===== config.mk =====
export PLATFORM = sky130hd
export DESIGN_NAME = ssfr_ram
export DESIGN_NICKNAME = d
export VERILOG_FILES = /design/src/rtl/core/ssfr_ram.sv
export SDC_FILE = /design/constraint.sdc
export NUM_CORES = 1
export LEC_CHECK = 0
export ABC_AREA = 1
export BUFFER_PORTS_ARGS = -buffer_cell sky130_fd_sc_hd__buf_2
export CAP_MARGIN = 20
export CORE_ASPECT_RATIO = 0.75
export CORE_UTILIZATION = 30
export DETAILED_ROUTE_END_ITERATION = 12
export SETUP_SLACK_MARGIN = 0.02
export SYNTH_ARGS = -nofsm -noshare
export SYNTH_HDL_FRONTEND = slang
export SYNTH_SLANG_ARGS = --single-unit

===== constraint.sdc =====
create_clock -name i_clk -period 1.4 [get_ports i_clk]
set_input_delay 0.28 -clock i_clk [delete_from_list [all_inputs] [get_ports i_clk]]
set_output_delay 0.28 -clock i_clk [all_outputs]
set_load 0.01 [all_outputs]

===== src/rtl/core/ssfr_ram.sv =====
// generic single write port ram with registered read
module ssfr_ram #(
    parameter int WIDTH  = 8,
    parameter int ADDR_W = 4
) (
    input  logic              i_clk,
    input  logic              i_we,
    input  logic [ADDR_W-1:0] i_waddr,
    input  logic [WIDTH-1:0]  i_wdata,
    input  logic              i_re,
    input  logic [ADDR_W-1:0] i_raddr,
    output logic [WIDTH-1:0]  o_rdata
);

    logic [WIDTH-1:0] r_mem [2**ADDR_W];
    logic [WIDTH-1:0] r_rdata;

    always_ff @(posedge i_clk) begin
        if (i_we) begin
            r_mem[i_waddr] <= i_wdata;
        end
        if (i_re) begin
            r_rdata <= r_mem[i_raddr];
        end
    end

    assign o_rdata = r_rdata;

endmodule


=== Yosys cells after proc, flatten, opt, wreduce, memory -nomap -nowiden ===
Memories as Yosys holds them, arrays and structs flattened. A register that Yosys moved wholly into a read port is not among the register bits.
Index checks and enable logic that the tools add are counted.
W data, S select, Z words.

* Flip-flop bits (word level): 0
* Output and inout bits: 8
* Logic and storage cells: 3
* Bits in writable memories: 128
* Memories: 1

{| class="wikitable"
|+ Memories
! memory !! words !! width !! rd ports !! clocked after memory_dff !! wr ports !! RTL line !! text
|-
| r_mem || 16 || 8 || 1 || 1 || 1 || 15 || <nowiki>logic [WIDTH-1:0] r_mem [2**ADDR_W];</nowiki>
|}

* Mux-type cells: 2

{| class="wikitable"
|+ Operator list
! cell !! number
|-
| $mux W1 || 2
|}

=== Depth between registers and ports, before layout ===
* Depth after elaboration: 2
* Gate-level depth with buffers: 8
* Gate-level depth less buffers: 7

=== Worst setup path after synthesis ===
No wires, ideal clock.

* Path type: input to register
* Start: input port i_waddr[2]
* End: memory r_mem[10][0] (enable)
* Setup slack: 169 ps
* Data arrival time: 861 ps
* Library setup time: 370 ps
* Stages on the path: 2
* Cell sequence: nand3b_1 > nor2_1

{| class="wikitable"
|+ RTL lines
! what !! RTL line !! text
|-
| start, declared || 8 || <nowiki>input logic [ADDR_W-1:0] i_waddr,</nowiki>
|-
| end, declared || 15 ||
|}

No word-level cell before the write port.

=== Worst setup path in the final report ===
* Start: register r_rdata[7], in the netlist o_rdata[7] (read register of r_mem)
* End: output port o_rdata[7]

{| class="wikitable"
|+ RTL lines
! what !! RTL line !! text
|-
| start, declared || 16 || <nowiki>logic [WIDTH-1:0] r_rdata;</nowiki>
|-
| end, declared || 12 || <nowiki>output logic [WIDTH-1:0] o_rdata</nowiki>
|}

No word-level cell between the ends.

==> reports/qor.yml <==
detail_route.vias_per_cell: 4.492
cp.required_ns: 1.12
synth_compound_area_share_pct: 0
worst-r2r-setup-slack_ns: 0.28
grt_setup_unrepaired: "false"
floorplan.die_area_um2: 20060
post_synth_num_cell_types: 11
cts_repair_resize_count: 0
startpoint: "o_rdata[7]"
finalClockSkew_ns: 0.007243
layout_commonest_cell: "nand2_1"
drive_above_1_share_pct: 13.98
number_of_antenna_violations_at_the_first_check_in_global_routing: 0
cts-buffers-inserted: 17
cts_num_sinks: 136
cellPowerDensity_nw_per_um2: 1370
min_from: "i_re"
post_cts_hold_buffer_count: 0
ant_diodes: 0
finalWorstPathRequiredPeriod_ns: 1.337
cts_tree: "done"
routabilityCongestion: 0.7933
timing.final.hold_violations: 0
intPower_uw: 7535
setup_total_negative_slack_ns: 0
worst_setup_path_start_kind: "flip-flop"
fmaxAchievable_mhz: 747.8
synth_sequential_area_ratio_pct: 69.85
power_switching_share_pct: 21.04
vdd_ir_drop_max_mv: 0.7796
yosysWarningCount: 0
syn_nets: 570
report.power.total_uw: 9542
critical_path.n_buffers_inverters: 1
critical-path-top-delay-family: "flip-flops"
cp_max_fo: 1
synth_simple_gate_area_share_pct: 20.76
timing.max_slew.rel_slack_pct: 58.79
grt_usage_pct: 15.05
nets: 623
worst-slew-pin-transition_ns: 0.6173
cp-end-kind: "output port"
worstSkewPairLatency_ns: 0.41
finalCritPeriodShare_pct: 95.52
synth_cells: 551
grt_max_degree: 47
criticalPathCategory: "flip-flop to output port"
drtIter0Drc: 398
post_cts_buffers: 0
hold-path-cell-count: 1
io_pins: 27
maxSlewViolCount: 0
worstPathCellList: "buf_2"
hold_path.class: "primary input to flip-flop"
worstRegToRegCells: 6
r2r-end: "o_rdata[6]"
ys_seq_elements: 136
cts-htree-levels: 4
power.share.combinational_pct: 6.1
total_congestion_overflow_after_global_routing: 0
p_switching_uw: 2007
cts_max_path_buffers: 2
layout.cells.most_common_list: "nand2_1 (173), edfxtp_1 (136), inv_1 (100)"
dp.final_hpwl_um: 8899
post_synth.cell_area_avg_um2: 10.61
synth_mux_area_share_pct: 0
combinational_family_with_the_most_area_after_synthesis: "simple AND/OR/NAND/NOR gates"
status: "complete, no violations"
route.final.wire_length_um: 13810
detailedPlace.worstSlack_ns: -0.07814
power.share.sequential_pct: 48.4
power.share.clock_pct: 45.4
fill_cells: 1809
route.vias.total: 3872
area_growth_from_synthesis_to_layout_pct: 19.11
synthXorXnorAreaFrac_pct: 0
synth_fa_ha_area_share_pct: 0
drt.antenna.violating_nets: 0
clockRootBuffer: "clkbuf_16"
portbufs: 26
die_width_um: 163.2
min_delay_worst_endpoint: "o_rdata[5]"
drc: 0
syn_area_um2: 5847
maxCapViolCount: 0
core-area_um2: 18780
leakage_uw: 0.002984
rr_startpoint: "r_mem[2][6]"
clkSlewWorstSetupHoldPaths_ns: 0.06
setup-violations-final: 0
std_cell_rows: 43
wl_per_cell_um: 16.02
worst_path_slowest_cell: "edfxtp_1"
layout.core_utilization_pct: 37.09
post-route-worst-setup-slack_ns: 0.06278
crit_path_max_incr_delay_ns: 0.46
critPathArrivalTime_ns: 1.06
initial_core_util_pct: 31.14
grt_first_pass_wirelength_um: 21500
detailedRoute.firstPassIterationCount: 5
die_height_um: 122.9
first_global_vias: 3819
## final cells by class
type	instances	area (um^2)	area share [%]
Timing Repair Buffer	58	407.9	5.857
Clock inverter	10	130.1	1.868
Inverter	102	382.9	5.498
Tap cell	247	309.0	4.438
Sequential cell	136	4084	58.64
Clock buffer	20	436.7	6.270
Multi-Input combinational cell	289	1214	17.43
## cell families (layout without fill, tap and decap cells)
family | after synthesis | after routing
buf+inv | 126 | 190
flops | 136 | 136
simple gates | 289 | 289
## flip-flops by register name (all words and copies together) (netlist names)
| register | cells |
|---|---|
| o_rdata | 8 |
| r_mem | 128 |
## metal layers
layer | wire, um | track usage [%]
met1 | 6942 | 22.29
met2 | 5763 | 21.21
met3 | 968 | 4.495
met4 | 136 | 3.914
met5 | 0 | 0
## worst max path at each step
| stage | slack, ns | depth (start not counted) | to |
|---|---|---|---|
| 2_1_floorplan | 0.17 | 2 | r_mem[10][0] |
| 3_3_place_gp | -0.09 | 6 | o_rdata[0] |
| 3_5_place_dp | -0.08 | 6 | o_rdata[0] |
| 4_1_cts | 0.07 | 1 | o_rdata[7] |
| 5_1_grt | 0.04 | 1 | o_rdata[0] |
| 6_report | 0.06 | 1 | o_rdata[7] |
## cells in the mapped netlist (all sizes together)
| master | n | area share (%) |
|---|---|---|
| nor2 | 17 | 1.1 |
| nand3 | 97 | 8.3 |
| nand2 | 173 | 11 |
| inv | 102 | 6.5 |
| edfxtp | 136 | 70 |
| buf | 24 | 2.8 |
| nand3b | 2 | 0.26 |
## through the flow
stage	area (um^2)	instances	hold WS (ns)
2_1_floorplan	5847	551	0.3789
3_3_place_gp	6397	832	0.6759
3_5_place_dp	6397	832	0.6704
4_1_cts	6964	862	0.2411
5_1_grt	6964	862	0.2332
6_report	6964	862	0.2480
## power by group through the flow
stage	sequential (uW)	combinational (uW)	clock, uW
floorplan	4700	322	0
global placement	4710	578	0
detailed placement	4710	586	0
CTS	4620	590	4390
global route	4630	649	4560
finish	4620	586	4330
(Power assumes the default switching activity.)
