<file path="src/rtl/core/ssfr_pkg.sv">
// shared types, constants and codes of the stereo sample frame receiver
package ssfr_pkg;

    // sample pairs per bank
    localparam int MAX_SAMPLES  = 256;
    localparam int BANK_AW      = (MAX_SAMPLES > 1) ? $clog2(MAX_SAMPLES) : 1;
    localparam int RAM_AW       = BANK_AW + 1;
    localparam int BYTE_LIMIT   = 4 * MAX_SAMPLES;
    localparam int BC_W         = $clog2(BYTE_LIMIT + 2);

    // field widths
    localparam int BYTE_W       = 8;
    localparam int IDX_W        = 8;
    localparam int FS_W         = 9;
    localparam int CHUNK_W      = 5;
    localparam int SAMPLE_W     = 10;
    localparam int HELD_W       = 15;
    localparam int WORD_W       = 2 * SAMPLE_W;
    localparam int STATUS_W     = 2;

    // stream payload widths
    localparam int S_TDATA_W    = 16;
    localparam int M_TDATA_W    = 24;

    // configuration port
    localparam int CFG_IDX_W    = 2;
    localparam int CFG_DATA_W   = 9;
    localparam logic [CFG_IDX_W-1:0] CFG_START_MARKER  = 2'd0;
    localparam logic [CFG_IDX_W-1:0] CFG_END_MARKER    = 2'd1;
    localparam logic [CFG_IDX_W-1:0] CFG_FRAME_SAMPLES = 2'd2;

    localparam logic [BYTE_W-1:0] START_MARKER_RST  = 8'b0111_1000;
    localparam logic [BYTE_W-1:0] END_MARKER_RST    = 8'b0011_0000;
    localparam logic [FS_W-1:0]   FRAME_SAMPLES_RST = 9'd256;
    localparam logic [BYTE_W-1:0] CHAR_BASE         = 8'd65;

    // item kinds
    localparam logic OP_BYTE = 1'b0;
    localparam logic OP_READ = 1'b1;

    // result status codes
    localparam logic [STATUS_W-1:0] STATUS_NONE    = 2'd0;
    localparam logic [STATUS_W-1:0] STATUS_OK      = 2'd1;
    localparam logic [STATUS_W-1:0] STATUS_LEN_ERR = 2'd2;

    // command queue
    localparam int QUEUE_DEPTH  = 4;
    localparam int QPTR_W       = $clog2(QUEUE_DEPTH);
    localparam int QCNT_W       = $clog2(QUEUE_DEPTH + 1);

    typedef struct packed {
        logic [STATUS_W-1:0] status;
        logic                rd_ok;
        logic [RAM_AW-1:0]   addr;
    } t_cmd;

    typedef struct packed {
        logic              nonempty;
        logic              full;
        logic [QCNT_W-1:0] count;
    } t_q_status;

    typedef struct packed {
        logic              en;
        logic [RAM_AW-1:0] addr;
        logic [WORD_W-1:0] data;
    } t_ram_wr;

endpackage

</file>
<file path="src/rtl/core/ssfr_back.sv">
// back end: reads committed pairs and drives the result register
module ssfr_back
    import ssfr_pkg::*;
(
    input  logic                 i_clk,
    input  logic                 i_rst_n,
    input  t_cmd                 i_head,
    input  t_q_status            i_q_stat,
    input  logic [WORD_W-1:0]    i_rdata,
    input  logic                 i_ready,
    output logic                 o_pop,
    output logic                 o_re,
    output logic [RAM_AW-1:0]    o_raddr,
    output logic                 o_valid,
    output logic [M_TDATA_W-1:0] o_data
);

    logic                 r_s1_valid;
    t_cmd                 r_s1_cmd;
    logic                 r_out_valid;
    logic [M_TDATA_W-1:0] r_out_data;
    logic                 s1_adv;
    logic [WORD_W-1:0]    word;

    assign s1_adv  = r_s1_valid && (!r_out_valid || i_ready);
    assign o_pop   = i_q_stat.nonempty && (!r_s1_valid || s1_adv);
    assign o_re    = o_pop;
    assign o_raddr = i_head.addr;
    assign word    = r_s1_cmd.rd_ok ? i_rdata : '0;
    assign o_valid = r_out_valid;
    assign o_data  = r_out_data;

    always_ff @(posedge i_clk) begin
        if (!i_rst_n) begin
            r_s1_valid  <= 1'b0;
            r_out_valid <= 1'b0;
        end else begin
            if (o_pop) begin
                r_s1_valid <= 1'b1;
            end else if (s1_adv) begin
                r_s1_valid <= 1'b0;
            end
            if (s1_adv) begin
                r_out_valid <= 1'b1;
            end else if (i_ready) begin
                r_out_valid <= 1'b0;
            end
        end
    end

    always_ff @(posedge i_clk) begin
        if (o_pop) begin
            r_s1_cmd <= i_head;
        end
        if (s1_adv) begin
            r_out_data <= {(M_TDATA_W - STATUS_W - WORD_W)'(0), word, r_s1_cmd.status};
        end
    end

endmodule

</file>
<file path="config.mk">
export PLATFORM = sky130hd
export DESIGN_NAME = ssfr_back
export DESIGN_NICKNAME = d
export VERILOG_FILES = /design/src/rtl/core/ssfr_pkg.sv /design/src/rtl/core/ssfr_back.sv
export SDC_FILE = /design/constraint.sdc
export NUM_CORES = 1
export LEC_CHECK = 0
export BUFFER_PORTS_ARGS = -buffer_cell sky130_fd_sc_hd__clkbuf_2
export CAP_MARGIN = 20
export CORE_ASPECT_RATIO = 0.5
export CORE_MARGIN = 2
export CORE_UTILIZATION = 40
export DETAILED_ROUTE_END_ITERATION = 16
export PLACE_DENSITY = 0.79
export SLEW_MARGIN = 20
export SYNTH_ARGS = -nofsm -noshare
export SYNTH_HDL_FRONTEND = slang
export SYNTH_SLANG_ARGS = --single-unit
</file>
<file path="constraint.sdc">
create_clock -name i_clk -period 2.2 [get_ports i_clk]
set_input_delay 0.44 -clock i_clk [delete_from_list [all_inputs] [get_ports i_clk]]
set_output_delay 0.44 -clock i_clk [all_outputs]
set_load 0.01 [all_outputs]
</file>
**Word-level counts from Yosys, hierarchy flattened**

Index checks and enable logic that the tools add are counted.

- Output and inout bits: 36
- Input port bits: 40
- Logic and storage cells: 18
- Flip-flop bits (word level): 27

- Reductions and logical operators: 8
- Muxes and demuxes: 4

Operators by type and width:

| operator | count |
|---|---|
| 2-to-1 mux 1 bit | 4 |
| nonzero test 2 bit | 2 |
| logical AND 1 bit | 2 |
| logical NOT 1 bit | 2 |
| logical OR 1 bit | 2 |

**Logic depth before layout (Yosys ltp)**

Gate-level depths: netlist (run 1).

- Depth after elaboration: 6
- Depth in mapped cells: 3
- Gate-level depth less buffers: 2

**Least setup slack after synthesis (run 1)**

Ideal clock, no wire load.

- Path type: input -> register
- Start: in i_ready
- End: reg r_out_data[0], in the netlist o_data[0] (enable)
- Path slack: 316 ps
- Library setup time: 403 ps
- Arrival: 1481 ps
- Buffers on the path: 0
- Stages on the path: 2
- Required time: 1797 ps
- Cells stage by stage: nor2b_4 -> nor2b_1

- Longest elaborated chain between the ends: 2

RTL lines:

| item | line | source |
|---|---|---|
| start, declared | ssfr_back.sv:10 | `input logic i_ready,` |
| logical OR 1 bit | ssfr_back.sv:25 | `assign s1_adv = r_s1_valid && (!r_out_valid \|\| i_ready);` |
| logical AND 1 bit | ssfr_back.sv:25 |  |
| net s1_adv | ssfr_back.sv:22 | `logic s1_adv;` |
| end signal, assigned | ssfr_back.sv:56 | `r_out_data <= {(M_TDATA_W - STATUS_W - WORD_W)'(0), word, r_s1_cmd.status};` |
| end, declared | ssfr_back.sv:21 | `logic [M_TDATA_W-1:0] r_out_data;` |

The timed path passes the listed nets, and every way through them passes these cells.
A chain may end at the register's enable or synchronous reset.

**Worst setup path in the final report (run 1)**

- Start: reg r_out_valid, in the netlist o_valid
- End: out o_re

- Longest elaborated chain between the ends: 5

RTL lines:

| item | line | source |
|---|---|---|
| start, declared | ssfr_back.sv:20 | `logic r_out_valid;` |
| start signal, assigned | ssfr_back.sv:36 | `r_out_valid <= 1'b0;` |
| start signal, assigned | ssfr_back.sv:44 | `r_out_valid <= 1'b1;` |
| start signal, assigned | ssfr_back.sv:46 | `r_out_valid <= 1'b0;` |
| logical NOT 1 bit | ssfr_back.sv:25 |  |
| logical OR 1 bit | ssfr_back.sv:25 |  |
| logical AND 1 bit | ssfr_back.sv:25 |  |
| logical OR 1 bit | ssfr_back.sv:26 | `assign o_pop = i_q_stat.nonempty && (!r_s1_valid \|\| s1_adv);` |
| logical AND 1 bit | ssfr_back.sv:26 |  |
| end, declared | ssfr_back.sv:12 | `output logic o_re,` |

Every way passes these cells.

==> run metrics, run 1 <==
cell chain of the critical path=nor2b_4 > a21boi_0 > clkbuf_2; number of synthesized flops with an enable pin=25; critical path arrival=1.47 ns; Layout Nets=152; port bufs=51; maximum vdd drop=0.452 mV; average via count per standard cell=4.04; Slew Limit Fails=0; Worst-Skew Late Latency=0.27 ns; Root Driver=clkbuf_8; flops & latches, synth=27; Yosys cell types=11; GRT Util Overall=0.102; largest net degree at the start of global routing=23; Leakage=0.577 nW; fin crit share=0.869; Int Power=0.762 mW; sequential-to-total area share from yosys stat=0.739; post-route antenna net violation count=0; drt drc=0; Power Density=719 mW/mm^2; Layout area overhead=24.4%; unrepaired setup endpoints after global routing=false; clock network power share=0.280; met3 wire length=120 um; Worst path max stage delay=0.51 ns; CTS sink count=27; fin area=0.00133 sq mm; placed inst area=0.00128 sq mm; switching pwr=0.195 mW; Async SR Flop Fraction=0; status=complete, no violations; Max Cap Viol=0; TritonCTS buffer count=3; WL/cell=10.9 um; clock period minus worst slack=1.91 ns; Switching Share=0.204; WP data required=1.76 ns; CTS tree=yes; non-filler cells, final=148; slowest CP cell=a21boi_0; overall routed net length=1.61 mm; worst hold-check path type=in -> reg; Worst Setup End Kind=output pin; GRT overflow=0; Max-slew headroom=0.582; DR iter-0 viols=36; Final setup viols=0; Top-Level Pins=76; Commonest cells post-synth=edfxtp_1, and2_1, buf_4, clkbuf_2, dfxtp_1; top cell type by total area after synthesis=edfxtp_1; num rows=13; ratio of cells with drive above 1 in the final layout=0.523; first-pass GRT wire length=2.36 mm; Core Footprint=0.00257 sq mm; Placer Congestion=0.634; crit path kind=reg -> out; clk_skew=0.00579 ns; postcts setup bufs=0; H-tree levels=1; top-count cell post-synth=edfxtp_1; layout filler cell count=249; setup ws final=0.289 ns; synthesized area=0.00107 sq mm; M1 WL=595 um; die area=0.00313 sq mm; worst slew pin tran=0.622 ns; Logic pwr share=0.092; Most used DFF post-synth=edfxtp_1; Starting Density=0.416; Die Span Y=40.6 um; initial antenna violation count=0; YS warnings=0; final hold vios=0; startpoint types=register; Die Width=77.1 um; via count=598; DP Cell Count=144; Pre-antenna DRT Iters=4; Antenna diodes=0; syn avg cell area=15.7 sq um; maximum clock insertion buffer count=2; vias in the first global route=536; setup TNS=0 ns; Synth area leaders=edfxtp_1, and2_1, buf_4; Mapped Cells=68; CTS Hold Buffers Added=0; clock edge transition at the registers on the reported setup and hold paths=0.08 ns; Max Used Layer=met4; post_cts resized=0; Yosys top cell area share=0.702; pre-CTS WS=0.417 ns; metal2 WL=868 um; largest fanout on the critical path=5; Seq pwr share=0.628; Peak Freq=523 MHz
stage by stage:
step                      total power, mW  hold WS, ns   util
final                               0.957        0.349  0.518
after global placement              0.699        0.412  0.500
after global routing                 1.01        0.335  0.518
after floorplan                     0.674        0.400      -
after CTS                           0.971        0.340  0.518
after detailed placement            0.702        0.406  0.500
critical path, delay by kind of cell, from the launching register on:
| family | cells | cell delay (ns) |
|---|---|---|
| buffers and inverters | 1 | 0.24 |
| AOI/OAI and AO/OA | 1 | 0.51 |
| DFF | 1 | 0.32 |
| and+or+nand+nor | 1 | 0.13 |
cell type report:
class,count,area [sq um],area share
timing repair buffer,52,263,0.197
tap,37,46.3,0.0348
sequential,27,791,0.594
clock buffer,3,41.3,0.0310
clock inverter,1,5.00,0.00376
multi-input combinational,28,185,0.139
state kept, by name, indices dropped and copies added, names as in the netlist:
register    flops
o_valid         1
o_data         22
r_s1_cmd        3
r_s1_valid      1
layout by cell type (no fill, tap or decap):
cell type	count
edfxtp_1	25
nor2b_2	1
dfxtp_1	2
clkbuf_2	51
o21a_1	1
conb_1	2
a21boi_0	1
a22o_1	1
clkbuf_8	3
nor2b_4	1
clkinv_2	1
buf_4	1
and2_1	21
cell families after synthesis:
| logic type | count (synthesis) | share of synthesized area |
|---|---|---|
| flops | 27 | 0.739 |
| other cells | 1 | 0.00351 |
| simple gates | 23 | 0.142 |
| compound gates | 3 | 0.0222 |
| buf+inv | 14 | 0.0936 |
power groups by stage:
stage	sequential, mW	combinational, mW	clock (mW)
finish	0.601	0.0877	0.268
CTS	0.602	0.0892	0.280
global placement	0.613	0.0860	0
detailed placement	0.613	0.0888	0
floorplan	0.622	0.0519	0
global route	0.605	0.0973	0.303
worst paths after layout:
path	slack, ns	end	startpoint	depth (start not counted)
worst max-delay path	0.29	o_re	o_valid	3
worst min-delay path	0.35	r_s1_cmd[10]	i_head[10]	1
worst max register to register	0.88	r_s1_cmd[10]	o_valid	2
worst min register to register	0.42	o_data[0]	r_s1_cmd[10]	0
metal layers:
layer  vias to the layer above  track usage
met5                         -            0
met4                         0       0.0402
met3                         6       0.0383
met2                        28        0.198
met1                       262        0.109
li1                        302            -
No activity file was read; power rests on OpenSTA's default activity.
==> inputs of run 2 (changes only) <==
--- a/config.mk
+++ b/config.mk
@@ -7,7 +7,6 @@
 export LEC_CHECK = 0
 export BUFFER_PORTS_ARGS = -buffer_cell sky130_fd_sc_hd__clkbuf_2
 export CAP_MARGIN = 20
-export CORE_ASPECT_RATIO = 0.5
 export CORE_MARGIN = 2
 export CORE_UTILIZATION = 40
 export DETAILED_ROUTE_END_ITERATION = 16
==> run metrics, run 2 (synthesis gave the netlist of run 1 again) <==
status=complete, no violations; placed inst area=0.00128 sq mm; fin area=0.00131 sq mm; pre-CTS WS=0.624 ns; worst hold-check path type=in -> reg; CTS Hold Buffers Added=0; Layout area overhead=22.5%; first-pass GRT wire length=2.68 mm; Placer Congestion=0.683; Seq pwr share=0.675; Int Power=0.708 mW; maximum vdd drop=0.303 mV; critical path arrival=1.22 ns; Switching Share=0.206; port bufs=51; FF-to-FF path depth=3; Final setup viols=0; final core occ=0.524; clock network power share=0.226; leading cell type in the layout, fill and taps excluded=clkbuf_2; DP Cell Count=138; overall routed net length=1.60 mm; Top-Level Pins=76; Die Width=55.7 um; Pre-antenna DRT Iters=4; Antenna diodes=0; largest net degree at the start of global routing=21; number of flip-flops in the largest register=22; M1 WL=687 um; via count=576; maximum clock insertion buffer count=2; clock edge transition at the registers on the reported setup and hold paths=0.13 ns; post-route antenna net violation count=0; Slew Limit Fails=0; clk_skew=0.00281 ns; TritonCTS buffer count=3; Worst-Skew Late Latency=0.30 ns; average via count per standard cell=4.06; drt drc=0; vias in the first global route=575; setup ws final=0.541 ns; Worst Setup End Kind=output pin; most frequent cells in the layout=clkbuf_2, edfxtp_1, and2_1, clkbuf_4; num rows=18; CTS sink count=27; H-tree levels=1; met3 wire length=214 um; Die Span Y=55.7 um; cell chain of the critical path=nor2b_4 > a21boi_0 > buf_4 > clkbuf_2; WL/cell=11.3 um; final hold vios=0; GRT overflow=0; CTS tree=yes; initial antenna violation count=0; metal2 WL=684 um; DR iter-0 viols=7; Root Driver=clkbuf_4; largest fanout on the critical path=5; switching pwr=0.183 mW; layout filler cell count=216; WP data required=1.76 ns; postcts setup bufs=0; Starting Density=0.428; Logic pwr share=0.100; Layout Nets=153; Worst path max stage delay=0.33 ns; Core Footprint=0.00250 sq mm; crit path kind=reg -> out; GRT Util Overall=0.112; Hold Crit Depth=1; Leakage=0.571 nW; startpoint types=register; post_cts resized=0; setup TNS=0 ns; Max Used Layer=met4; Max Cap Viol=0; clock period minus worst slack=1.66 ns; non-filler cells, final=142; fin crit share=0.754; Peak Freq=603 MHz; die area=0.00310 sq mm; slowest CP cell=dfxtp_1; ratio of cells with drive above 1 in the final layout=0.518; unrepaired setup endpoints after global routing=false; Power Density=680 mW/mm^2
## run 2: changes by cell type in the layout (fill, tap and decap cells not counted), sizes merged
cell    previous run  this run
clkinv             1         0
buf                1         2
clkbuf            54        55
## run 2: area by class of cell
class | count | area, sq um | share of cell area
Timing Repair Buffer | 53 | 270 | 0.206
Clock buffer | 4 | 26.3 | 0.0201
Tap cell | 30 | 37.5 | 0.0287
Multi-Input combinational cell | 28 | 185 | 0.141
Sequential cell | 27 | 791 | 0.604
## run 2: worst max-delay path, delay by kind of cell, from the launching register on
kind	cells	cell delay [ns]
simple gates	1	0.13
flops	1	0.33
buf+inv	2	0.29
compound gates	1	0.16
## run 2: layer usage
layer  up-vias  GRT usage
met5         -          0
met3         2     0.0488
li1        306          -
met1       232      0.145
met2        36      0.163
met4         0     0.0488
## run 2: final timing paths
path | startpoint | to | slack (ns)
worst max-delay path | o_valid | o_pop | 0.54
worst min-delay path | i_head[11] | r_s1_cmd[11] | 0.30
worst max register to register | o_valid | o_data[18] | 0.80
worst min register to register | r_s1_cmd[11] | o_data[1] | 0.43
## run 2: stage by stage
step | power (mW) | hold WS [ns]
6_report | 0.891 | 0.299
5_1_grt | 0.939 | 0.272
4_1_cts | 0.904 | 0.287
3_5_place_dp | 0.704 | 0.405
3_3_place_gp | 0.701 | 0.409
2_1_floorplan | 0.674 | 0.400
## run 2: power groups by stage
stage | Combinational (mW) | Clock (mW) | Sequential (mW)
final | 0.0887 | 0.201 | 0.601
after global routing | 0.0985 | 0.235 | 0.605
after CTS | 0.0904 | 0.211 | 0.602
after detailed placement | 0.0899 | 0 | 0.614
after global placement | 0.0882 | 0 | 0.612
after floorplan | 0.0519 | 0 | 0.622
==> inputs of run 3 (changes only) <==
--- a/config.mk
+++ b/config.mk
@@ -5,12 +5,13 @@
 export SDC_FILE = /design/constraint.sdc
 export NUM_CORES = 1
 export LEC_CHECK = 0
+export ABC_AREA = 1
 export BUFFER_PORTS_ARGS = -buffer_cell sky130_fd_sc_hd__clkbuf_2
 export CAP_MARGIN = 20
 export CORE_MARGIN = 2
-export CORE_UTILIZATION = 40
+export CORE_UTILIZATION = 36
 export DETAILED_ROUTE_END_ITERATION = 16
-export PLACE_DENSITY = 0.79
+export PLACE_DENSITY = 0.74
 export SLEW_MARGIN = 20
 export SYNTH_ARGS = -nofsm -noshare
 export SYNTH_HDL_FRONTEND = slang
==> constraint.sdc (replaced) <==
create_clock -name i_clk -period 1.5 [get_ports i_clk]
set_input_delay 0.3 -clock i_clk [delete_from_list [all_inputs] [get_ports i_clk]]
set_output_delay 0.3 -clock i_clk [all_outputs]
set_load 0.01 [all_outputs]
==> run metrics, run 3 <==
status=complete, no violations; WL/cell=10.5 um; postcts setup bufs=0; GRT overflow=0; Layout area overhead=21.6%; CTS sink count=27; crit path kind=reg -> out; Die Span Y=59.5 um; CTS tree=yes; via count=703; average via count per standard cell=4.16; syn avg cell area=11.9 sq um; sequential-to-total area share from yosys stat=0.713; Top-Level Pins=76; Synth area leaders=edfxtp_1, inv_1, buf_4; initial antenna violation count=0; Power Density=974 mW/mm^2; DP Cell Count=165; Yosys cell types=9; final hold vios=0; top cell type by total area after synthesis=edfxtp_1; Layout Nets=177; post-route antenna net violation count=0; Most used DFF post-synth=edfxtp_1; hold_ws=0.160 ns; Async SR Flop Fraction=0; clock edge transition at the registers on the reported setup and hold paths=0.13 ns; clk_skew=0.00424 ns; startpoint types=register; drt drc=0; num rows=20; Peak Freq=748 MHz; worst hold-check path type=in -> reg; Die Width=59.5 um; maximum vdd drop=0.313 mV; non-filler cells, final=169; Worst Setup End Kind=output pin; WP data required=1.20 ns; Commonest cells post-synth=edfxtp_1, inv_1, nand2_1, buf_4, a21oi_1; first-pass GRT wire length=2.68 mm; Mapped Cells=93; most frequent cells in the layout=clkbuf_2, edfxtp_1, inv_1, nand2_1, clkbuf_4; largest net degree at the start of global routing=23; largest fanout on the critical path=5; die area=0.00354 sq mm; unrepaired setup endpoints after global routing=false; number of flip-flops in the largest register=22; Max-slew headroom=0.592; ratio of cells with drive above 1 in the final layout=0.434; Antenna diodes=0; post_cts resized=0; leading cell type in the layout, fill and taps excluded=clkbuf_2; maximum clock insertion buffer count=2; DP HPWL=1.39 mm; Pre-antenna DRT Iters=3; vias in the first global route=631; DR iter-0 viols=25; setup TNS=0 ns; number of synthesized flops with an enable pin=25; worst slew pin tran=0.611 ns; CTS Hold Buffers Added=0; GRT Util Overall=0.104; Pwr Total=1.31 mW; Leakage=0.735 nW; synthesized area=0.00111 sq mm; Final setup viols=0; YS warnings=0; worst reg2reg setup slack=0.39 ns; critical path arrival=1.04 ns; Root Driver=clkbuf_4; TritonCTS buffer count=3; Yosys top cell area share=0.677; clock period minus worst slack=1.34 ns; fin crit share=0.891; Worst-Skew Late Latency=0.31 ns; overall routed net length=1.77 mm; Max Cap Viol=0; port bufs=51; Slew Limit Fails=0; flops & latches, synth=27; H-tree levels=1; final core occ=0.453; Placer Congestion=0.687; Starting Density=0.372; Core Footprint=0.00298 sq mm
-- run 3: cell count changes after synthesis, sizes merged --
cell,before,now
a22o,1,0
and2,21,0
nand2,0,22
nand3,0,1
o21a,1,0
buf,12,14
a21oi,0,3
clkbuf,2,0
a21boi,1,0
inv,0,25
nor2b,2,0
-- run 3: layer usage --
layer / part of all wire / track usage
met5: 0 / 0
met4: 0.012 / 0.0540
met3: 0.13 / 0.0437
met2: 0.47 / 0.173
met1: 0.39 / 0.113
-- run 3: cells by family (layout without fill, tap and decap cells) --
kind of cell / Yosys count / in the layout / synth area share
AO/OA/AOI/OAI: 3 / 3 / 0.0135
AND/OR/NAND/NOR: 23 / 23 / 0.0835
buffers and inverters: 39 / 81 / 0.186
other: 1 / 2 / 0.00338
flip-flops: 27 / 27 / 0.713
-- run 3: power by group --
part | total (mW) | leakage [nW] | switching (mW) | internal, mW
Clock | 0.295 | 0.0150 | 0.191 | 0.104
Sequential | 0.883 | 0.258 | 0.0183 | 0.865
Combinational | 0.135 | 0.462 | 0.0724 | 0.0622
Total | 1.31 | 0.735 | 0.282 | 1.03
-- run 3: cell type report --
class,instances,area (sq um)
timing repair buffer,52,275
sequential,27,792
clock buffer,4,26.3
tap,33,41.3
fill,300,1630
multi-input combinational,28,119
inverter,25,93.8
-- run 3: final timing paths --
path / start / endpoint / depth (start not counted)
max: o_valid / o_pop / 4
max reg2reg: r_s1_cmd[9] / o_data[13] / 2
min reg2reg: r_s1_cmd[10] / o_data[0] / 0
min: i_head[10] / r_s1_cmd[10] / 1
-- run 3: critical path, cell delays in order (launching register included) --
cell and delay (ns):
dfxtp_2 0.36, nand3_2 0.07, nand2_1 0.06, inv_2 0.10
clkbuf_2 0.14
-- run 3: per-stage QoR --
stage	setup WS, ns	area, sq um
floorplan	0.0595	1120
global placement	0.354	1320
detailed placement	0.325	1320
CTS	0.0501	1350
global route	0.0530	1350
finish	0.163	1350
