### src/rtl/core/ssfr_pkg.sv
// shared types, constants and codes of the stereo sample frame receiver
package ssfr_pkg;

    // sample pairs per bank
    localparam int MAX_SAMPLES  = 256;
    localparam int BANK_AW      = (MAX_SAMPLES > 1) ? $clog2(MAX_SAMPLES) : 1;
    localparam int RAM_AW       = BANK_AW + 1;
    localparam int BYTE_LIMIT   = 4 * MAX_SAMPLES;
    localparam int BC_W         = $clog2(BYTE_LIMIT + 2);

    // field widths
    localparam int BYTE_W       = 8;
    localparam int IDX_W        = 8;
    localparam int FS_W         = 9;
    localparam int CHUNK_W      = 5;
    localparam int SAMPLE_W     = 10;
    localparam int HELD_W       = 15;
    localparam int WORD_W       = 2 * SAMPLE_W;
    localparam int STATUS_W     = 2;

    // stream payload widths
    localparam int S_TDATA_W    = 16;
    localparam int M_TDATA_W    = 24;

    // configuration port
    localparam int CFG_IDX_W    = 2;
    localparam int CFG_DATA_W   = 9;
    localparam logic [CFG_IDX_W-1:0] CFG_START_MARKER  = 2'd0;
    localparam logic [CFG_IDX_W-1:0] CFG_END_MARKER    = 2'd1;
    localparam logic [CFG_IDX_W-1:0] CFG_FRAME_SAMPLES = 2'd2;

    localparam logic [BYTE_W-1:0] START_MARKER_RST  = 8'b0111_1000;
    localparam logic [BYTE_W-1:0] END_MARKER_RST    = 8'b0011_0000;
    localparam logic [FS_W-1:0]   FRAME_SAMPLES_RST = 9'd256;
    localparam logic [BYTE_W-1:0] CHAR_BASE         = 8'd65;

    // item kinds
    localparam logic OP_BYTE = 1'b0;
    localparam logic OP_READ = 1'b1;

    // result status codes
    localparam logic [STATUS_W-1:0] STATUS_NONE    = 2'd0;
    localparam logic [STATUS_W-1:0] STATUS_OK      = 2'd1;
    localparam logic [STATUS_W-1:0] STATUS_LEN_ERR = 2'd2;

    // command queue
    localparam int QUEUE_DEPTH  = 4;
    localparam int QPTR_W       = $clog2(QUEUE_DEPTH);
    localparam int QCNT_W       = $clog2(QUEUE_DEPTH + 1);

    typedef struct packed {
        logic [STATUS_W-1:0] status;
        logic                rd_ok;
        logic [RAM_AW-1:0]   addr;
    } t_cmd;

    typedef struct packed {
        logic              nonempty;
        logic              full;
        logic [QCNT_W-1:0] count;
    } t_q_status;

    typedef struct packed {
        logic              en;
        logic [RAM_AW-1:0] addr;
        logic [WORD_W-1:0] data;
    } t_ram_wr;

endpackage

### src/rtl/core/ssfr_queue.sv
// short command queue between front and back end
module ssfr_queue
    import ssfr_pkg::*;
(
    input  logic      i_clk,
    input  logic      i_rst_n,
    input  logic      i_push,
    input  t_cmd      i_cmd,
    input  logic      i_pop,
    output t_cmd      o_head,
    output t_q_status o_stat
);

    t_cmd              r_buf [QUEUE_DEPTH];
    logic [QPTR_W-1:0] r_wr_ptr, r_rd_ptr;
    logic [QCNT_W-1:0] r_count;
    logic              do_push, do_pop;

    assign o_stat.count    = r_count;
    assign o_stat.full     = (32'(r_count) == QUEUE_DEPTH);
    assign o_stat.nonempty = (r_count != '0);
    assign do_push         = i_push && !o_stat.full;
    assign do_pop          = i_pop && o_stat.nonempty;
    assign o_head          = r_buf[r_rd_ptr];

    always_ff @(posedge i_clk) begin
        if (do_push) begin
            r_buf[r_wr_ptr] <= i_cmd;
        end
    end

    always_ff @(posedge i_clk) begin
        if (!i_rst_n) begin
            r_wr_ptr <= '0;
            r_rd_ptr <= '0;
            r_count  <= '0;
        end else begin
            if (do_push) begin
                r_wr_ptr <= (32'(r_wr_ptr) == QUEUE_DEPTH - 1) ? '0 : r_wr_ptr + QPTR_W'(1);
            end
            if (do_pop) begin
                r_rd_ptr <= (32'(r_rd_ptr) == QUEUE_DEPTH - 1) ? '0 : r_rd_ptr + QPTR_W'(1);
            end
            case ({do_push, do_pop})
                2'b10:   r_count <= r_count + QCNT_W'(1);
                2'b01:   r_count <= r_count - QCNT_W'(1);
                default: ;
            endcase
        end
    end

endmodule

### config.mk
export PLATFORM = sky130hd
export DESIGN_NAME = ssfr_queue
export DESIGN_NICKNAME = d
export VERILOG_FILES = /design/src/rtl/core/ssfr_pkg.sv /design/src/rtl/core/ssfr_queue.sv
export SDC_FILE = /design/constraint.sdc
export NUM_CORES = 1
export LEC_CHECK = 0
export BUFFER_PORTS_ARGS = -buffer_cell sky130_fd_sc_hd__buf_2
export CAP_MARGIN = 20
export CORE_ASPECT_RATIO = 1.5
export CORE_MARGIN = 2
export CORE_UTILIZATION = 30
export DETAILED_ROUTE_END_ITERATION = 10
export MAX_ROUTING_LAYER = met4
export PLACE_DENSITY = 0.44
export SYNTH_ARGS = -nofsm -noshare
export SYNTH_HDL_FRONTEND = slang
export SYNTH_SLANG_ARGS = --single-unit
### constraint.sdc
create_clock -name i_clk -period 2.64 [get_ports i_clk]
set_input_delay 0.264 -clock i_clk [delete_from_list [all_inputs] [get_ports i_clk]]
set_output_delay 0.264 -clock i_clk [all_outputs]
set_load 0.02 [all_outputs]
* Word level (Yosys, flattened, before mapping)
Memories as Yosys holds them, arrays and structs flattened. A register that Yosys moved wholly into a read port is not among the register bits.
Cells that the tools add are included.
** Cells by class
- Equal/unequal tests :: 5
- Multiplexer cells :: 7
- Reductions and logical operators :: 5
- Add/sub/neg operators :: 4
** Operators with widths (number)
- $mux 2 :: 4
- $eq 2x2->1 const B :: 3
- $pmux 3 s2 :: 1
- $add 2x1->2 const B :: 2
- $add 3x1->3 const B :: 1
- $eq 3x3->1 const B :: 1
- $reduce_bool 3->1 :: 1
- $sub 3x1->3 const B :: 1
- $eq 2x1->1 const B :: 1
- $logic_and 1x1->1 :: 2
- $mux 1 :: 2
- $reduce_bool 2->1 :: 1
- $logic_not 1->1 :: 1
** Word-level totals
- Memories kept :: 1
- Word-level logic and storage cells :: 25
- Input bits :: 16
- Register bits after elaboration :: 7
- RAM bits :: 48
** Memory list
- r_buf :: words 4, width 12, read ports 1, clocked after memory_dff 1, write ports 1, RTL line ssfr_queue.sv:14 : t_cmd r_buf [QUEUE_DEPTH];

* Logic depth before layout (Yosys ltp)
Gate-level depths: netlist of the first run.
- Depth after elaboration :: 5
- Depth in mapped cells :: 10

* Worst setup path before layout of the first run
No wires, ideal clock.
- Kind :: register -> register
- Start point :: reg r_count[2]
- End point :: reg r_count[2]
- Buffers on the path :: 1
- Clock period less this slack :: 2.422 ns
- Data arrival time :: 2.347 ns
- Slack :: 0.218 ns
- Stages on the path, launching flop included :: 11
- Path through :: dfxtp_1 -> nor3b_2 -> nor2b_1 -> buf_6 -> inv_1 -> ha_1 -> inv_1 -> fa_1 -> xor2_1 -> or3_1 -> a21boi_0
** RTL lines
- start, declared :: RTL line ssfr_queue.sv:16 : logic [QCNT_W-1:0] r_count;
- start signal, assigned :: RTL line ssfr_queue.sv:45 : 2'b10: r_count <= r_count + QCNT_W'(1);
- start signal, assigned :: RTL line ssfr_queue.sv:46 : 2'b01: r_count <= r_count - QCNT_W'(1);

* Worst setup path in the final report of the first run
- Start point :: reg r_count[2]
- End point :: reg r_count[2]
** On the way
- Word-level cells in the longest chain between the ends :: 5
- Elaborated cells between the ends (all ways) :: 11
** Ends and longest elaborated chain
- $eq 3x3->1 :: RTL line ssfr_queue.sv:20 : assign o_stat.full = (32'(r_count) == QUEUE_DEPTH);
- $logic_not 1->1 :: RTL line ssfr_queue.sv:22 : assign do_push = i_push && !o_stat.full;
- $logic_and 1x1->1 :: RTL line ssfr_queue.sv:22
- $eq 2x1->1 / $eq 2x2->1 (equally long branches) :: RTL line ssfr_queue.sv:44 : case ({do_push, do_pop})
- $pmux 3 s2 / $reduce_bool 2->1 (equally long branches)
Parallel ways exist; a longest one is shown, timed or not.
A chain may end at the register's enable or synchronous reset.

==> results of run 1 <==
critical path: stages, from the launching register on:
cell and delay, ns:
sky130_fd_sc_hd__dfxtp_1 0.41, sky130_fd_sc_hd__nor3b_2 0.22, sky130_fd_sc_hd__nor2b_1 0.15, sky130_fd_sc_hd__inv_1 0.09, sky130_fd_sc_hd__ha_1 0.19, sky130_fd_sc_hd__inv_1 0.06, sky130_fd_sc_hd__fa_1 0.37, sky130_fd_sc_hd__xor2_1 0.16
sky130_fd_sc_hd__or3_1 0.30, sky130_fd_sc_hd__a21boi_0 0.20
worst min path at each step:
stage              start                     end  cells after the start
6_report        i_cmd[2]   r_buf[2][2]$_DFFE_PP_                      1
3_5_place_dp    i_cmd[0]   r_buf[0][0]$_DFFE_PP_                      1
5_1_grt         i_cmd[7]   r_buf[0][7]$_DFFE_PP_                      1
4_1_cts         i_cmd[7]   r_buf[3][7]$_DFFE_PP_                      1
3_3_place_gp   i_cmd[10]  r_buf[2][10]$_DFFE_PP_                      1
2_1_floorplan   i_cmd[0]   r_buf[0][0]$_DFFE_PP_                      0
routing by layer:
| layer | global-route usage | wire, µm |
|---|---|---|
| met1 | 0.107 | 1500 |
| met2 | 0.197 | 2110 |
| met3 | 0.0522 | 264 |
| met4 | 0.0497 | 52 |
| met5 | - | 0 |
cell usage after synthesis (2+ instances only):
cell                       instances
sky130_fd_sc_hd__nor2_1            2
sky130_fd_sc_hd__mux2i_1           2
sky130_fd_sc_hd__mux4_2           11
sky130_fd_sc_hd__nand3_1           2
sky130_fd_sc_hd__dfxtp_1           9
sky130_fd_sc_hd__edfxtp_1         48
sky130_fd_sc_hd__and2_2            4
sky130_fd_sc_hd__nand2_1           7
sky130_fd_sc_hd__buf_6             2
sky130_fd_sc_hd__ha_1              6
sky130_fd_sc_hd__inv_1             7
sky130_fd_sc_hd__and2_1            2
sky130_fd_sc_hd__o21ai_0           4
stage by stage:
stage	instances	worst slack, ns	power (µW)
2_1_floorplan	118	0.218	1670
3_3_place_gp	247	0.591	1850
3_5_place_dp	247	0.413	1890
4_1_cts	263	0.378	2530
5_1_grt	263	0.218	2640
6_report	263	0.424	2480
area by class of cell:
cell class	count	area share
multi-input cells	50	0.213
clock buffers	11	0.0494
flip-flops and latches	57	0.610
inverters	7	0.00988
repair buffers	33	0.0630
clock inverters	5	0.00847
well taps	100	0.0470
logic make-up (layout without fill, tap and decap cells):
kind of cell    after synthesis  in the layout  share of synthesized area
compound gates                6              6                     0.0178
xor+xnor                      2              2                    0.00781
fa+ha+maj                     7              7                     0.0424
buf+inv                      11             56                     0.0256
flops                        57             57                      0.722
mux                          14             14                      0.131
simple gates                 21             21                     0.0530
power groups by stage:
stage / Combinational (µW) / Clock (µW) / Sequential, µW
2_1_floorplan: 493 / 0 / 1180
3_3_place_gp: 662 / 0 / 1190
3_5_place_dp: 683 / 0 / 1200
4_1_cts: 684 / 664 / 1180
5_1_grt: 733 / 708 / 1200
6_report: 666 / 639 / 1180
state kept, by name, indices dropped and copies added, names as in the netlist, named ones only:
signal	cells
r_buf	48
r_count	3
r_rd_ptr	2
r_wr_ptr	2
==> results.md, run 1 <==
- Of the available clock period, the critical path in the final layout requires 0.839.
- Synthesis handed over a netlist of 118 instances.
- In this run the tightest slew margin relative to its limit is 0.575.
- The fill cell total of the finished layout is 712.
- The number of gates given a new drive strength after cts is 0.
- The endpoint class of the critical path is a flop.
- The max capacitance violation total is 0.
- Pin placement for this block handled 33 I/O pins.
- The measured slew at the worst slew-check pin is 0.636 ns.
- Once layout is complete, the utilization of the core stands at 0.368.
- The critical path class is reg2reg.
- The number of antenna violations at the first check in global routing is 0.
- The number of antenna diodes in the final layout is 0.
- Between clock sinks in the finished design, the worst skew comes to 0.00912 ns.
- In this run the critical register-to-register path is captured at r_count[2]$_SDFFE_PN0P_.
- STA classifies the critical path startpoint as a flop.
- The count of buffers added on input and output ports is 32.
- The clock edge transition at the registers on the reported setup and hold paths is 0.07 ns.
- The post-CTS setup-driven buffer insertion count is 0.
- The global router's overall resource usage is 0.114.
- The total area of multi-input combinational cells is 566 µm².
- Of the total power, the share spent switching nets is 0.307.
- Data on the critical path is required at its endpoint by 2.87 ns.
- The worst path in the final design needs a cycle of 2.22 ns, including I/O delays and setup.
- The synthesized netlist contains 25 unique library cells.
- The fraction of synthesis flops using an asynchronous set or reset pin is 0.
- After the first detailed-routing iteration, the DRC count stood at 62.
- For this configuration, the core starts out at a cell density of 0.311.
- By area the synthesized netlist is led by sky130_fd_sc_hd__edfxtp_1 64%, sky130_fd_sc_hd__mux4_2 11%, sky130_fd_sc_hd__dfxtp_1 8.0%.
- The global-route congestion overflow total is 0.
- Summing over every cut layer, the via total after detailed routing is 1141.
- The highest ir drop seen on vdd is 0.529 mV.
- The post-detailed-placement cell area is 2510 µm².
- The TritonCTS clock tree is done.
- The clock passes through at most 2 buffers.
- The number of synthesized flops with an enable pin is 48.
- The sequential cell area fraction in the yosys report is 0.722.
- Leaving out fill and tap cells, the most frequent cells in the layout are 48 x sky130_fd_sc_hd__edfxtp_1, 32 x sky130_fd_sc_hd__buf_2, 11 x sky130_fd_sc_hd__mux4_2.
- The most common cell after layout, fill and taps aside is sky130_fd_sc_hd__edfxtp_1.
- In the routed layout, each cell is associated on average with a via count of 4.34.
- The hold violation total from the final report is 0.
- The congestion estimate from routability-driven global placement came to 0.700.
- In this run, post-CTS hold repair placed 0 buffers.
- The flow ran to the end, and the final reports show no timing, DRC or antenna violations.
- The HPWL after detailed placement is 2660 µm.
- The power share of the combinational group is 0.268.
- The die footprint is 8200 µm².
- Setup repair after global routing left no endpoint under its margin.
- The class of the tightest hold or removal check is in2reg.
- Clock tree synthesis found a total of 57 sinks.
- The post-layout instance area is 2660 µm².
- Based on the critical path, the design can be clocked at up to 451 MHz.
- The netlist area before placement is 2240 µm².
- The post-synthesis register bit count is 57.
- The final layout contains routed wiring with a total length of 3930 µm.
- The via count of the first global-routing pass is 1258.
- The vertical die dimension is 110 µm.
- Summed over all cells, the static leakage comes to 0.000950 µW.
- The number of nets produced by synthesis is 141.
- The portion of total power attributed to the clock network is 0.257.
- In this run the power density over the cells is 934 nW/µm².
- The synthesized area per cell is 19.0 µm².
- After the last flow step, the layout net total stands at 181.
- The primary flip-flop cell chosen by synthesis mapping is sky130_fd_sc_hd__edfxtp_1.
- The startpoint of the worst-slack reg-to-reg timing path is r_count[2]$_SDFFE_PN0P_.
- Of all nets on the critical path, the largest fanout is 7.
- The worst register-to-register path has a setup slack of 0.42 ns.
- The final-report setup violation count is 0.
- The share of cells above drive strength 1 is 0.387.
- Counting the buffers created by CTS gives 9.
- The most area-hungry cell type in the Yosys netlist is sky130_fd_sc_hd__edfxtp_1.
- The number of H-tree branching levels is 3.
- Clock tree synthesis selected as its root buffer the cell sky130_fd_sc_hd__clkbuf_8.
- Data arrives at the worst endpoint at 2.45 ns.
- Entering global routing, the biggest net connects 13 pins.
- The tightest hold path in the finished design has a slack of 0.153 ns.
- The iteration count of the initial detailed-routing pass is 4.
- The reported net switching power is 763 µW.
- The last element of the critical path is r_count[2]$_SDFFE_PN0P_.
- The launching element of the worst setup path is r_count[2]$_SDFFE_PN0P_.
- The area growth from synthesis to layout is 18.5%.
- The wire length of the first global-routing pass is 6290 µm.
- For the worst flop-to-flop path, the logic depth is 9.
- In the final routed layout, each cell accounts on average for 14.9 µm.
- The number of design rule violations left after detail routing is 0.
- The internal power consumption is 1720 µW.
- The area taken by flip-flops and latches is 1620 µm².
- The placement row count is 38.
- In this run the horizontal extent of the chip is 74.6 µm.
- The final-layout setup total negative slack is 0 ns.
- The remaining number of nets flagged by the antenna check after routing is 0.
- The number of pins with negative max-slew slack in the final report was 0.
- The clock latency on the worst-skew pair is 0.33 ns.
- The number of warning messages in the yosys log is 0.
- The part of the power in registers is 0.475.
- The portion of synthesized cell area occupied by the leading cell type is 0.642.
- The floorplan step defined a core boundary enclosing 7230 µm².
(Power assumes the default switching activity.)
==> inputs of run 2 (changes only) <==
- ABC_AREA: default -> 1
- PLACE_DENSITY: 0.44 -> 0.46
- clock period: 2.64 -> 1.9 ns (I/O delays scaled with it)
==> results.md, run 2 <==
- Result of the run: completed (unchanged).
- The multiplexer share of the synthesized area is 0 (was 0.131).
- The most common cell after layout, fill and taps aside is sky130_fd_sc_hd__edfxtp_1 (unchanged).
- The TritonCTS clock tree is done (unchanged).
- The number of H-tree branching levels is 3 (unchanged).
- The detailed-route via count is 1506 (was 1141).
- The number of input and output port buffers inserted is 32 (unchanged).
- The fraction of the cycle the final worst path needs was 0.891 (was 0.839).
- The class of the tightest hold or removal check is in2reg (unchanged).
- The number of design rule violations left after detail routing came to 0 (unchanged).
- The total area of multi-input combinational cells is 564 µm² (was 566 µm²).
- The measured slew at the worst slew-check pin is 0.432 ns (was 0.636 ns).
- The area of the core is 7510 µm² (was 7230 µm²).
- The portion of synthesized cell area occupied by the leading cell type is 0.630 (was 0.642).
- The switching power as a share of total power is 0.323 (was 0.307).
- The pin count of the biggest net entering global routing is 25 (was 13).
- The vertical die dimension is 111 µm (was 110 µm).
- The share of cells above drive strength 1 is 0.257 (was 0.387).
- The data required time at the worst endpoint was 2.11 ns (was 2.87 ns).
- The antenna cell count came to 0 (unchanged).
- The arithmetic-cell share of the synthesized area counting full adders, half adders and majority gates is 0.0416 (was 0.0424).
- The clock edge transition at the registers on the reported setup and hold paths is 0.05 ns (was 0.07 ns).
- The die footprint came to 8360 µm² (was 8200 µm²).
- The mean number of vias per cell is 4.44 (was 4.34).
- The fraction of the mapped netlist area in compound gates is 0.0990 (was 0.0178).
- The layout overhead on the synthesized area was 26.6% (was 18.5%).
- The xor/xnor cell area share of the yosys netlist came to 0 (was 0.00780).
- The highest fanout seen on the critical path is 5 (was 7).
- The number of instances in the synthesized netlist was 184 (was 118).
- The effective utilization at floorplan came to 0.305 (was 0.311).
- The number of synthesized flops with an enable pin is 48 (unchanged).
- Largest registers: r_buf x48, r_count x3 (unchanged).
- The netlist area before placement was 2290 µm² (was 2240 µm²).
- The number of nets at the end of the flow is 255 (was 181).
- The endpoint class of the critical path is a flop (unchanged).
- The post-synthesis register bit count is 57 (unchanged).
- The portion of total power attributed to the clock network is 0.336 (was 0.257).
- The iteration count of the initial detailed-routing pass was 4 (unchanged).
- The final-report setup violation count is 0 (unchanged).
- The wire length of the first global-routing pass is 7040 µm (was 6290 µm).
- The post-detailed-routing wire length was 4380 µm (was 3930 µm).
- The number of pins with negative max-slew slack in the final report is 0 (unchanged).
- The part of the power in registers is 0.366 (was 0.475).
- The placement row count is 39 (was 38).
- The worst endpoint data arrival time was 1.90 ns (was 2.45 ns).
- The maximum count of clock buffers along a single path is 2 (unchanged).
- The synthesized area per cell came to 12.4 µm² (was 19.0 µm²).
- The max capacitance violation total is 0 (unchanged).
- The total CTS buffers is 9 (unchanged).
- The final weighted congestion of routability-driven global placement came to 0.767 (was 0.700).
- The leakage power is 0.00114 µW (was 0.000950 µW).
- Top post-synthesis cells by count: 48 x sky130_fd_sc_hd__edfxtp_1, 38 x sky130_fd_sc_hd__nor2_1, 16 x sky130_fd_sc_hd__o21ai_1 (was 48 x sky130_fd_sc_hd__edfxtp_1, 11 x sky130_fd_sc_hd__mux4_2, 9 x sky130_fd_sc_hd__dfxtp_1).
- The number of sinks on the clock net was 57 (unchanged).
- The highest ir drop seen on vdd is 0.586 mV (was 0.529 mV).
- The hold violation total from the final report is 0 (unchanged).
- The basic-gate share of the synthesized area counting and, or, nand and nor cells is 0.104 (was 0.0530).
- The most frequent cell after synthesis is sky130_fd_sc_hd__edfxtp_1 (unchanged).
- The startpoint type of the worst setup path is a flop (unchanged).
- The fill cell total of the finished layout is 762 (was 712).
- The post-synthesis cell type count is 22 (was 25).
- The global-route congestion overflow total is 0 (unchanged).
- The upper clock frequency limit is 591 MHz (was 451 MHz).
- The number of antenna violations at the first check in global routing is 0 (unchanged).
- The total power per unit cell area is 1520 nW/µm² (was 934 nW/µm²).
- The count of boundary I/O pins is 33 (unchanged).
- Top cells by area in the synthesized netlist: sky130_fd_sc_hd__edfxtp_1 63%, sky130_fd_sc_hd__dfxtp_1 7.9%, sky130_fd_sc_hd__nor2_1 6.2% (was sky130_fd_sc_hd__edfxtp_1 64%, sky130_fd_sc_hd__mux4_2 11%, sky130_fd_sc_hd__dfxtp_1 8.0%).
- The internal power consumption was 2970 µW (was 1720 µW).
- The number of flip-flops in the largest register was 48 (unchanged).
- The most area-hungry cell type in the Yosys netlist is sky130_fd_sc_hd__edfxtp_1 (unchanged).
- The post-layout total power came to 4390 µW (was 2480 µW).
- The number of violations reported at the end of detailed-routing iteration 0 was 120 (was 62).
- The fraction of synthesis flops using an asynchronous set or reset pin came to 0 (unchanged).
- The sequential cell area fraction in the yosys report is 0.709 (was 0.722).
- The number of warning messages in the yosys log is 0 (unchanged).
- The area taken by flip-flops and latches came to 1620 µm² (about the same).
- The power share of the combinational group was 0.298 (was 0.268).
- The clock tree skew after final layout came to 0.00618 ns (was 0.00912 ns).
- RSZ-0062 raised after global routing: no (unchanged).
- The primary flip-flop cell chosen by synthesis mapping is sky130_fd_sc_hd__edfxtp_1 (unchanged).
- The critical path class is reg2reg (unchanged).
- The worst relative slew slack came to 0.711 (was 0.575).
- The master cell of the clock root buffer was sky130_fd_sc_hd__clkbuf_16 (was sky130_fd_sc_hd__clkbuf_8).
- The combinational family with the most area after synthesis was simple AND/OR/NAND/NOR gates (was multiplexers).
- The final period demand of the worst path is 1.69 ns (was 2.22 ns).
- The most flop-heavy register is r_buf (unchanged).
- The final-layout setup total negative slack was 0 ns (unchanged).
- The clock latency on the worst-skew pair is 0.31 ns (was 0.33 ns).
- The detailed-placement wirelength estimate is 2890 µm (was 2660 µm).
- The via count of the first global-routing pass is 1539 (was 1258).
- The routed length per instance is 12.9 µm (was 14.9 µm).
- The global router's overall resource usage was 0.120 (was 0.114).
- The die width is 75.3 µm (was 74.6 µm).
- The number of nets produced by synthesis was 207 (was 141).
- The remaining number of nets flagged by the antenna check after routing came to 0 (unchanged).
- The reported net switching power is 1420 µW (was 763 µW).
- Commonest non-fill, non-tap cells in the layout: 48 x sky130_fd_sc_hd__edfxtp_1, 38 x sky130_fd_sc_hd__nor2_1, 32 x sky130_fd_sc_hd__buf_2 (was 48 x sky130_fd_sc_hd__edfxtp_1, 32 x sky130_fd_sc_hd__buf_2, 11 x sky130_fd_sc_hd__mux4_2).
-- run 2: changes by cell type after synthesis, moves of 4 or more --
cell                      delta
sky130_fd_sc_hd__o21ai_1    +16
sky130_fd_sc_hd__nor2_1     +36
sky130_fd_sc_hd__nand2_1     +4
sky130_fd_sc_hd__inv_1       +8
sky130_fd_sc_hd__mux4_2     -11
sky130_fd_sc_hd__o21ai_0     +6
sky130_fd_sc_hd__and2_2      -4
sky130_fd_sc_hd__o22ai_1    +12
-- run 2: cell families (layout without fill, tap and decap cells) --
logic type | Yosys count | after routing
simple gates | 57 | 57
flops | 57 | 57
compound gates | 41 | 41
fa+ha+maj | 7 | 7
buf+inv | 22 | 75
-- run 2: path summary, 6_finish.rpt --
| check | from | endpoint | slack (ns) | depth (start not counted) |
|---|---|---|---|---|
| worst max-delay path | r_count[0]$_SDFFE_PN0P_ | r_count[2]$_SDFFE_PN0P_ | 0.21 | 12 |
| worst min register to register | r_rd_ptr[0]$_SDFFE_PN0N_ | r_rd_ptr[0]$_SDFFE_PN0N_ | 0.53 | 2 |
| worst min-delay path | i_cmd[9] | r_buf[3][9]$_DFFE_PP_ | 0.09 | 1 |
| worst max register to register | r_count[0]$_SDFFE_PN0P_ | r_count[2]$_SDFFE_PN0P_ | 0.21 | 12 |
-- run 2: what timing repair did --
action                     in CTS  in global routing
setup endpoints to repair       0                  1
setup buffers                   0                  3
hold buffers                    0                  0
hold endpoints to repair        0                  0
resized for setup               0                  2
-- run 2: critical path, cell delays in order, from the launching register on --
cell and delay, ns:
sky130_fd_sc_hd__dfxtp_1 0.34, sky130_fd_sc_hd__nor2_4 0.15, sky130_fd_sc_hd__nand2_2 0.09, sky130_fd_sc_hd__nand2_4 0.09
sky130_fd_sc_hd__ha_1 0.17, sky130_fd_sc_hd__inv_1 0.07, sky130_fd_sc_hd__fa_1 0.38, sky130_fd_sc_hd__inv_1 0.07
sky130_fd_sc_hd__nand2_1 0.06, sky130_fd_sc_hd__nand3_1 0.06, sky130_fd_sc_hd__nand2_1 0.05, sky130_fd_sc_hd__inv_1 0.05
sky130_fd_sc_hd__nor2_1 0.03
-- run 2: layout make-up --
cell class / count / area share
Clock buffer: 11 / 0.0803
Sequential cell: 57 / 0.560
Clock inverter: 5 / 0.0160
Tap cell: 102 / 0.0441
Inverter: 16 / 0.0207
Timing Repair Buffer: 43 / 0.0838
Multi-Input combinational cell: 105 / 0.195
-- run 2: stage by stage --
stage / util / cells / hold slack, ns / setup WS, ns / area (µm²)
2_1_floorplan: - / 184 / 0.289 / 0.149 / 2290
3_3_place_gp: 0.344 / 320 / 0.407 / 0.181 / 2590
3_5_place_dp: 0.344 / 320 / 0.410 / 0.125 / 2590
4_1_cts: 0.382 / 336 / 0.0830 / 0.113 / 2870
5_1_grt: 0.385 / 339 / 0.0859 / 0.00107 / 2900
6_report: 0.385 / 339 / 0.0929 / 0.208 / 2900
-- run 2: power groups by stage --
stage / sequential [µW] / clock [µW] / combinational, µW
after floorplan: 1660 / 0 / 873
after global placement: 1630 / 0 / 1320
after detailed placement: 1630 / 0 / 1320
after CTS: 1610 / 1510 / 1330
after global routing: 1620 / 1570 / 1490
final: 1610 / 1470 / 1310
-- run 2: layer usage --
layer	wire, µm	vias up	GRT usage
met5	0	-	-
met1	1760	720	0.125
met4	85	0	0.0561
met2	2330	34	0.201
li1	-	745	-
met3	203	7	0.0327
